==> config.mk <==
export PLATFORM = sky130hd
export DESIGN_NAME = dci_csr
export DESIGN_NICKNAME = d
export VERILOG_FILES = /design/src/hw/rtl/dci_pkg.sv /design/src/hw/rtl/dci_csr.sv
export SDC_FILE = /design/constraint.sdc
export NUM_CORES = 1
export LEC_CHECK = 0
export BUFFER_PORTS_ARGS = -buffer_cell sky130_fd_sc_hd__buf_2
export CAP_MARGIN = 20
export CORE_UTILIZATION = 40
export DETAILED_ROUTE_END_ITERATION = 6
export HOLD_SLACK_MARGIN = 0.06
export PLACE_DENSITY = 0.76
export SKIP_LAST_GASP = 1
export SYNTH_ARGS = -nofsm -noshare
export SYNTH_HDL_FRONTEND = slang
export SYNTH_SLANG_ARGS = --single-unit
==> constraint.sdc <==
create_clock -name clock -period 2.8 [get_ports clock]
set_input_delay 0.28 -clock clock [delete_from_list [all_inputs] [get_ports clock]]
set_output_delay 0.28 -clock clock [all_outputs]
set_load 0.05 [all_outputs]
==> src/hw/rtl/dci_pkg.sv <==
// Package for the rope distance constraint impulse block.
// Holds the fixed-point constants, register indexes and shared types.
// Used by the channel interfaces, dci_csr, dci_core, dci_outbuf and the top module.
package dci_pkg;

   localparam int FracBitsDefault = 16;
   localparam int WordWidth = 32;
   localparam int MassWidth = 31;
   localparam int RestWidth = 31;
   localparam int BiasWidth = 17;
   localparam int StepWidth = 31;
   localparam int CsrAddrWidth = 4;
   localparam int CsrDataWidth = 32;

   localparam logic [CsrAddrWidth-1:0] RegRestLength = 4'd0;
   localparam logic [CsrAddrWidth-1:0] RegBiasFactor = 4'd4;
   localparam logic [CsrAddrWidth-1:0] RegTimeStep = 4'd8;

   localparam logic [StepWidth-1:0] TimeStepReset = 31'd1092;

   typedef struct packed {
      logic signed [WordWidth-1:0] pos_a_x;
      logic signed [WordWidth-1:0] pos_a_y;
      logic signed [WordWidth-1:0] pos_a_z;
      logic signed [WordWidth-1:0] pos_b_x;
      logic signed [WordWidth-1:0] pos_b_y;
      logic signed [WordWidth-1:0] pos_b_z;
      logic signed [WordWidth-1:0] rel_vel_x;
      logic signed [WordWidth-1:0] rel_vel_y;
      logic signed [WordWidth-1:0] rel_vel_z;
      logic [MassWidth-1:0] inv_mass_a;
      logic [MassWidth-1:0] inv_mass_b;
   } req_type;

   typedef struct packed {
      logic signed [WordWidth-1:0] impulse_x;
      logic signed [WordWidth-1:0] impulse_y;
      logic signed [WordWidth-1:0] impulse_z;
      logic signed [WordWidth-1:0] dvel_a_x;
      logic signed [WordWidth-1:0] dvel_a_y;
      logic signed [WordWidth-1:0] dvel_a_z;
      logic signed [WordWidth-1:0] dvel_b_x;
      logic signed [WordWidth-1:0] dvel_b_y;
      logic signed [WordWidth-1:0] dvel_b_z;
      logic stretched;
      logic engaged;
   } rsp_type;

   typedef struct packed {
      logic [RestWidth-1:0] rest_length;
      logic [BiasWidth-1:0] bias_factor;
      logic [StepWidth-1:0] time_step;
   } cfg_type;

endpackage

==> src/hw/rtl/dci_csr.sv <==
// Configuration register file behind the APB-style write port.
// Depends on dci_pkg for register indexes and the configuration type.
module dci_csr (
   input  logic clock,
   input  logic reset,
   input  logic csr_psel,
   input  logic csr_penable,
   input  logic csr_pwrite,
   input  logic [dci_pkg::CsrAddrWidth-1:0] csr_paddr,
   input  logic [dci_pkg::CsrDataWidth-1:0] csr_pwdata,
   output logic [dci_pkg::CsrDataWidth-1:0] csr_prdata,
   output logic csr_pready,
   output dci_pkg::cfg_type cfg
);
   dci_pkg::cfg_type cfg_ff;
   logic wr;

   assign wr = csr_psel && csr_penable && csr_pwrite;
   assign csr_pready = 1'b1;
   assign cfg = cfg_ff;

   always_ff @(posedge clock) begin
      if (reset) begin
         cfg_ff.rest_length <= '0;
         cfg_ff.bias_factor <= '0;
         cfg_ff.time_step <= dci_pkg::TimeStepReset;
      end else if (wr) begin
         unique case (csr_paddr)
            dci_pkg::RegRestLength: cfg_ff.rest_length <= csr_pwdata[dci_pkg::RestWidth-1:0];
            dci_pkg::RegBiasFactor: cfg_ff.bias_factor <= csr_pwdata[dci_pkg::BiasWidth-1:0];
            dci_pkg::RegTimeStep: cfg_ff.time_step <= csr_pwdata[dci_pkg::StepWidth-1:0];
            default: ;
         endcase
      end
   end

   always_comb begin
      unique case (csr_paddr)
         dci_pkg::RegRestLength: csr_prdata = {1'b0, cfg_ff.rest_length};
         dci_pkg::RegBiasFactor: csr_prdata = {15'd0, cfg_ff.bias_factor};
         dci_pkg::RegTimeStep: csr_prdata = {1'b0, cfg_ff.time_step};
         default: csr_prdata = '0;
      endcase
   end
endmodule

==> run metrics <==
outcome=complete, but fails checks; failing checks=DRC; Most used DFF post-synth=dfxtp_1; Rows=34; Worst Setup SP=csr_paddr[1]; Post-synth EDFFs=0; GR met2 Demand/Resource=0.3348; Die Y=around 98 µm; initial core utilization=0.4188; Worst setup SP type=input port; Worst EP required=roughly 2.5 ns; Async S/R FF share, synth=0; max FFs per register=approximately 80; Leakage=2.480 nW; syn_area_per_cell=slightly below 10 µm²; CTS Buf Count=9; die area=9654 µm²; R2R setup slack=about 2.2 ns; Hold Path Depth=3; Yosys warning count=0; number of global-route vias before repair=3,089; drt pass-1 iters=7; ANT cells=0; overall routing resource usage=0.1932; dominant cells by area after synthesis=dfxtp_1 43%, mux2i_1 21%, nand2b_1 18%; first-iteration detailed-routing DRC count=71; via count=between 3,000 and 4,000; Crit Path Class=input port to primary output; HP Start=csr_pwdata[27]; Hold-fix buffers, CTS=0; Hold Path Class=input port to flip-flop; critical path arrival=~1.7 ns; antenna viol nets, final=0; r2r endpoint=cfg[25]; fmax=a little over 500 MHz; GR Overflow Total=0; PD cells=457.0 nW/µm²; count leader, synth=nand2b_1; WL final=~9 mm; CP max-delay cell=buf_4; Final Hold Fails=0; Final Slew Violations=0; Final nets=556; CTS resizes=0; Filler cells=836; setup violators final=0; R2R Path Start=cfg[25]; r2r worst-path depth=2; Reg clk slew, reported paths=around 0.08 ns; Hold Path Sink=cfg[75]; first-pass GRT wire length=15.04 mm; crit path buf inv count=3; worst path cell trace=buf_2 > nor4b_4 > buf_4 > a22oi_1 > nand2_1 > buf_2; antenna violations before repair=0; ratio of cells with drive above 1 in the final layout=0.3423; Worst Tran Pin Value=about 0.72 ns; post-layout minimum cycle time=approximately 1.9 ns; Syn Nets=roughly 420; Post-synth top cells=107 x nand2b_1, 79 x dfxtp_1, 79 x mux2i_1; core area=8848 µm²; M3 GR Usage=0.04438; max_cap viols=0; clock latency on the worst-skew pair=roughly 0.34 ns; GRT busiest layer=met2; Synth area leader=dfxtp_1; Tcrit/Tclk final=0.6878; TritonCTS Sinks=79; clock buffer depth=2; largest net degree at the start of global routing=60; RSZ-0062 raised after global routing=false; Synth top area share=0.4267; CTS tree=yes; post-synth cell types=18; HPWL after DPL=6.331 mm; clock skew=0 ns; number of synthesized register bits=roughly 80; DRC=12; Fin Hold WS=0.2157 ns; area occupied by multi-input gates=1982 µm²; synth-to-layout area growth=27.48%; routed len/inst=14.74 µm; buffers added on ports=149; # IOs=~150; peak supply drop=~210 µV; H-Tree Depth=3; Critical Path Most Common Cell=buf_2; slowest stage delay, CP=0.42 ns; Worst setup EP type=primary output; Setup Fix Bufs, Post-CTS=0; delay-heaviest family, CP=buffers and inverters; CP Depth=6; GR Util met1=0.2369; synthesized instance count=approximately 380; chip width=just under 100 µm; Seq. cell area=roughly 1600 µm²; Slew Limit Headroom=0.5198; gp weighted congestion=0.7173; Vias/cell=4.989; CP Max Fanout=33; sequential fraction of the synthesis area=0.4267; Root Driver=clkbuf_8; area of the mapped netlist=between 3000 and 4000 µm²; Setup TNS=0 ns
==> stage by stage <==
step	instances	setup WS [ns]	total power, mW	instance area (µm²)	util
2_1_floorplan	376	0.9793	1.264	3706	-
3_3_place_gp	612	0.9139	1.315	4517	0.5105
3_5_place_dp	612	0.8528	1.320	4517	0.5105
4_1_cts	628	0.8668	2.198	4725	0.5339
5_1_grt	628	0.7570	2.254	4725	0.5339
6_report	628	0.8742	2.159	4725	0.5339
==> kinds of logic after synthesis <==
| family | after synthesis | share of synthesized area |
|---|---|---|
| other | 2 | 0.002026 |
| AND/OR/NAND/NOR | 156 | 0.2519 |
| buffers and inverters | 29 | 0.03849 |
| AO/OA/AOI/OAI | 31 | 0.06752 |
| flip-flops | 79 | 0.4267 |
| multiplexers | 79 | 0.2134 |
==> where the power goes <==
group / total, mW / leakage, nW / switching, mW / internal, mW
Clock: 0.866 / 0.105 / 0.407 / 0.459
Sequential: 1.13 / 0.636 / 0.00380 / 1.13
Combinational: 0.162 / 1.74 / 0.0954 / 0.0665
==> layer usage <==
metal  routed length [µm]  vias up
met5                    0        -
met4                   78        0
met3                  650        9
met2                 4283      118
met1                 4244     1463
li1                     -     1543
==> area by class of cell <==
type	count	area share
timing repair buffer	157	0.1732
tap	108	0.02860
clock inverter	5	0.01192
multi-input combinational	268	0.4195
clock buffer	11	0.03204
sequential	79	0.3347
==> worst reg2reg max path, cell delays in order, from the launching register on <==
cell and delay, ns:
dfxtp_1 0.40, nand2b_1 0.07, mux2i_1 0.11
==> how the worst max path moves through the flow <==
stage	slack (ns)	end
CTS	0.87	csr_prdata[4]
finish	0.87	csr_prdata[16]
global placement	0.91	csr_prdata[4]
detailed placement	0.85	cfg[49]
global route	0.76	csr_prdata[2]
floorplan	0.98	csr_prdata[0]
==> layout by cell type, fill, tap and decap left out, types with 6 or more instances in the layout <==
cell,count
buf_2,149
nand2_1,35
a22oi_1,17
mux2i_1,79
dfxtp_1,79
nand2b_1,107
buf_4,7
nor2_1,6
a22o_1,14
clkbuf_8,11
Note: power is estimated with default switching activity, not from simulation.
