### src/hw/rtl/dci_pkg.sv
// Package for the rope distance constraint impulse block.
// Holds the fixed-point constants, register indexes and shared types.
// Used by the channel interfaces, dci_csr, dci_core, dci_outbuf and the top module.
package dci_pkg;

   localparam int FracBitsDefault = 16;
   localparam int WordWidth = 32;
   localparam int MassWidth = 31;
   localparam int RestWidth = 31;
   localparam int BiasWidth = 17;
   localparam int StepWidth = 31;
   localparam int CsrAddrWidth = 4;
   localparam int CsrDataWidth = 32;

   localparam logic [CsrAddrWidth-1:0] RegRestLength = 4'd0;
   localparam logic [CsrAddrWidth-1:0] RegBiasFactor = 4'd4;
   localparam logic [CsrAddrWidth-1:0] RegTimeStep = 4'd8;

   localparam logic [StepWidth-1:0] TimeStepReset = 31'd1092;

   typedef struct packed {
      logic signed [WordWidth-1:0] pos_a_x;
      logic signed [WordWidth-1:0] pos_a_y;
      logic signed [WordWidth-1:0] pos_a_z;
      logic signed [WordWidth-1:0] pos_b_x;
      logic signed [WordWidth-1:0] pos_b_y;
      logic signed [WordWidth-1:0] pos_b_z;
      logic signed [WordWidth-1:0] rel_vel_x;
      logic signed [WordWidth-1:0] rel_vel_y;
      logic signed [WordWidth-1:0] rel_vel_z;
      logic [MassWidth-1:0] inv_mass_a;
      logic [MassWidth-1:0] inv_mass_b;
   } req_type;

   typedef struct packed {
      logic signed [WordWidth-1:0] impulse_x;
      logic signed [WordWidth-1:0] impulse_y;
      logic signed [WordWidth-1:0] impulse_z;
      logic signed [WordWidth-1:0] dvel_a_x;
      logic signed [WordWidth-1:0] dvel_a_y;
      logic signed [WordWidth-1:0] dvel_a_z;
      logic signed [WordWidth-1:0] dvel_b_x;
      logic signed [WordWidth-1:0] dvel_b_y;
      logic signed [WordWidth-1:0] dvel_b_z;
      logic stretched;
      logic engaged;
   } rsp_type;

   typedef struct packed {
      logic [RestWidth-1:0] rest_length;
      logic [BiasWidth-1:0] bias_factor;
      logic [StepWidth-1:0] time_step;
   } cfg_type;

endpackage

### src/hw/rtl/dci_outbuf.sv
// Two-entry skid buffer that parts the pipeline from the result channel.
// Depends on dci_pkg for the result type.
module dci_outbuf (
   input  logic clock,
   input  logic reset,
   input  logic in_valid,
   input  dci_pkg::rsp_type in_rsp,
   output logic space,
   output logic out_valid,
   input  logic out_ready,
   output dci_pkg::rsp_type out_rsp
);
   logic [1:0] cnt_ff, cnt_in;
   dci_pkg::rsp_type buf_ff [2];
   logic rd_ptr_ff, wr_ptr_ff;
   logic pop, push;

   assign out_valid = cnt_ff != 2'd0;
   assign out_rsp = buf_ff[rd_ptr_ff];
   assign pop = out_valid && out_ready;
   assign push = in_valid;
   assign space = cnt_ff != 2'd2;
   assign cnt_in = cnt_ff + {1'b0, push} - {1'b0, pop};

   always_ff @(posedge clock) begin
      if (reset) begin
         cnt_ff <= '0;
         rd_ptr_ff <= 1'b0;
         wr_ptr_ff <= 1'b0;
      end else begin
         cnt_ff <= cnt_in;
         if (pop) rd_ptr_ff <= !rd_ptr_ff;
         if (push) wr_ptr_ff <= !wr_ptr_ff;
      end
   end
   always_ff @(posedge clock) begin
      if (push) buf_ff[wr_ptr_ff] <= in_rsp;
   end
endmodule

### config.mk
export PLATFORM = sky130hd
export DESIGN_NAME = dci_outbuf
export DESIGN_NICKNAME = d
export VERILOG_FILES = /design/src/hw/rtl/dci_pkg.sv /design/src/hw/rtl/dci_outbuf.sv
export SDC_FILE = /design/constraint.sdc
export NUM_CORES = 1
export LEC_CHECK = 0
export CORE_MARGIN = 2
export CORE_UTILIZATION = 44
export CTS_BUF_LIST = sky130_fd_sc_hd__clkbuf_4
export CTS_CLUSTER_DIAMETER = 100
export CTS_CLUSTER_SIZE = 24
export DETAILED_ROUTE_END_ITERATION = 8
export DONT_BUFFER_PORTS = 1
export GPL_TIMING_DRIVEN = 0
export SYNTH_ARGS = -nofsm -noshare
export SYNTH_HDL_FRONTEND = slang
export SYNTH_SLANG_ARGS = --single-unit
### constraint.sdc
create_clock -name clock -period 39.3 [get_ports clock]
set_input_delay 1.965 -clock clock [delete_from_list [all_inputs] [get_ports clock]]
set_output_delay 1.965 -clock clock [all_outputs]
set_load 0.03 [all_outputs]
==> results.sh <==
export IMPL_outcome="finished, final reports clean"
export IMPL_ir_drop_mv=0.0407
export IMPL_post_cts_resized=0
export IMPL_critPathKind="register to output port"
export IMPL_yosysWarnings=0
export IMPL_final_max_slew_viol_count=0
export IMPL_vias=8562
export IMPL_grt_pass1_vias=8720
export IMPL_min_path_type="register to register"
export IMPL_hold_violations=0
export IMPL_synth_common_cells="edfxtp_1, mux2_2, mux2_4, buf_2, buf_6"
export IMPL_cap_violations=0
export IMPL_final_area_sq_mm=0.0230
export IMPL_vias_per_cell=5.33
export IMPL_synth_xor_area_share_pct=0.145
export IMPL_crit_top_cell="buf_2"
export IMPL_grt_ovfl_total=0
export IMPL_synth_area_per_cell_sq_um=23.3
export IMPL_fmax_mhz=230
export IMPL_antenna_found_initial=4
export IMPL_synth_top_area_share_pct=80.9
export IMPL_syn_area_sq_mm=0.0215
export IMPL_min_to="wr_ptr_ff"
export IMPL_final_util_pct=47.3
export IMPL_core_sq_mm=0.0486
export IMPL_yosysMostFrequentCell="edfxtp_1"
export IMPL_worstPathRequired_ns=37.33
export IMPL_dp_hpwl_mm=33.0
export IMPL_ys_flop_type="edfxtp_1"
export IMPL_cpMaxStageDelayCell="mux2_2"
export IMPL_r2r_end="buf_ff[1][80]"
export IMPL_die_area_sq_mm=0.0507
export IMPL_numClockSinks=585
export IMPL_nNetsFinal=1266
export IMPL_wirelength_mm=44.1
export IMPL_clkLatencyLatePin_ns=0.84
export IMPL_port_buffer_count=0
export IMPL_syn_inst=925
export IMPL_power_density_mw_per_mm2=57.4
export IMPL_area_growth_pct=6.98
export IMPL_synth_cell_types=17
export IMPL_yosysTopAreaCell="edfxtp_1"
export IMPL_skew_ns=0.0255
export IMPL_timing_setup_tns_ns=0
export IMPL_worst_pin_slew_ns=0.857
export IMPL_synth_top_family_by_area="multiplexers"
export IMPL_ctsLongestPathBuffers=3
export IMPL_dp_cells=1562
export IMPL_die_h_um=225
export IMPL_firstDrtPassIters=4
export IMPL_r2r_start="wr_ptr_ff"
export IMPL_grt_pass1_wl_mm=59.9
export IMPL_num_rows=81
export IMPL_cts_tree="done"
export IMPL_die_x_um=225
export IMPL_synth_edff_count=580
export IMPL_syn_nets=1221
export IMPL_gp_congestion=0.754
export IMPL_h_tree_depth=1
export IMPL_whs_path_depth=2
export IMPL_period_share_pct=11.1
export IMPL_slew_headroom_pct=42.7
export IMPL_slowest_delay_ns=0.52
export IMPL_synthAdderAreaFrac_pct=0.116
export IMPL_r2r_slack_ns=37.02
export IMPL_cts_buffers=28
export IMPL_grt_max_degree=67
export IMPL_synth_seq_area_share_pct=81.4
export IMPL_ys_ff_latch=585
export IMPL_worst_ep_arrival_time_ns=2.39
export IMPL_drive_gt1_share_pct=39.1
export IMPL_cts_hold_buf=0
export IMPL_grtUsageTotal_pct=16.4
export IMPL_synth_compound_area_share_pct=0.0349
export IMPL_period_needed_ns=4.36
export IMPL_p_leak_nw=7.51
export IMPL_fin_cells=1607
export IMPL_worstPathCellList="buf_2, buf_2, mux2_2"
export IMPL_rsz0062_at_grt="no"
export IMPL_clk_pin_slew_ns=0.21
export IMPL_critPathLaunchType="register"
export IMPL_yosys_area_share_simple_pct=0.215
export IMPL_pin_count=586
export IMPL_dpl_cell_area_sq_mm=0.0227
export IMPL_synth_mux_area_share_pct=17.0
export IMPL_route_detailed_drc=0
export IMPL_reg2reg_depth=4
export IMPL_synthTopCellsByArea="edfxtp_1, mux2_2, mux2_4"
export IMPL_postCtsSetupBuffers=0
export IMPL_ant_nets=0
export IMPL_routedWlPerCell_um=27.4
export IMPL_finalSetupViolations=0
export IMPL_start_util_pct=44.3
export IMPL_cts_root_buf="clkbuf_4"
export IMPL_cp_end_kind="output port"
export IMPL_async_flop_share_pct=0
export IMPL_min_from="wr_ptr_ff"
export IMPL_drtIter0Drc=392
export IMPL_worstPathMaxFanout=10
==> critical path: cells and delay by family, from the launching register on <==
kind | cells | cell delay, ns
flops | 1 | 0.37
buf+inv | 2 | 0.69
mux | 1 | 0.52
==> per-stage QoR <==
step | setup WS (ns) | power, mW | hold slack [ns]
after floorplan | 23.89 | 1.07 | 0.496
after global placement | 16.83 | 1.14 | 0.510
after detailed placement | 35.44 | 1.12 | 0.579
after CTS | 34.75 | 1.34 | 0.614
after global routing | 34.73 | 1.37 | 0.689
final | 34.94 | 1.32 | 0.615
==> area by class of cell <==
| class | instances | area (sq um) |
|---|---|---|
| diodes | 3 | 7.51 |
| plain buffers | 32 | 231 |
| clock buffers | 39 | 293 |
| clock inverters | 3 | 68.8 |
| fillers | 4007 | 25600 |
| inverters | 2 | 7.51 |
| multi-input cells | 306 | 3780 |
| flip-flops and latches | 585 | 17500 |
| well taps | 622 | 778 |
| repair buffers | 15 | 345 |
==> power by group <==
group          leakage [nW]  total, mW  internal [mW]  switching, mW
logic                  1.82      0.362          0.114          0.248
clock network         0.212      0.222         0.0583          0.164
registers              5.48      0.737          0.729        0.00823
==> metal layers <==
metal | GRT usage, % | part of all wire (%) | vias to the layer above
li1 | - | - | 3749
met1 | 15.5 | 32 | 4359
met2 | 29.3 | 51 | 405
met3 | 10.6 | 15 | 45
met4 | 3.57 | 1.9 | 4
met5 | 0 | 0.057 | -
==> worst max-delay path by stage <==
| stage | from | endpoint | slack [ns] | depth (start not counted) |
|---|---|---|---|---|
| after detailed placement | in_valid | buf_ff[0][270] | 35.44 | 4 |
| after global placement | in_valid | buf_ff[0][272] | 16.83 | 1 |
| after floorplan | in_valid | buf_ff[0][0] | 23.89 | 1 |
| final | register | out_rsp[176] | 34.94 | 3 |
| after CTS | register | out_rsp[176] | 34.75 | 3 |
| after global routing | register | out_rsp[176] | 34.73 | 3 |
==> sequential cells by signal (all words and copies together), names as in the netlist, named ones only <==
signal,cells
buf_ff,580
cnt_ff,2
rd_ptr_ff,1
wr_ptr_ff,1
==> logic make-up after synthesis <==
| kind of cell | Yosys count |
|---|---|
| AOI/OAI and AO/OA | 1 |
| buffers and inverters | 34 |
| muxes | 292 |
| and+or+nand+nor | 9 |
| DFF | 585 |
| adders and majority gates | 2 |
| xor gates and xnor gates | 2 |
==> cells in the final DEF, fill, tap and decap left out <==
master	synthesis	routed
and2_4	0	1
nand2_1	1	1
mux2_4	100	100
buf_2	20	20
diode_2	0	3
ha_1	2	2
clkbuf_4	0	39
o21a_1	1	1
inv_1	2	2
buf_6	11	11
buf_16	0	6
xnor3_1	1	1
or2_2	1	1
xnor2_1	1	1
dfxtp_1	5	5
nor2_1	3	3
bufinv_16	0	2
clkinv_4	0	1
mux2_2	192	192
buf_12	0	9
nor2b_1	3	2
edfxtp_1	580	580
buf_4	1	1
nor2b_4	0	1
Note: power is estimated with default switching activity, not from simulation.
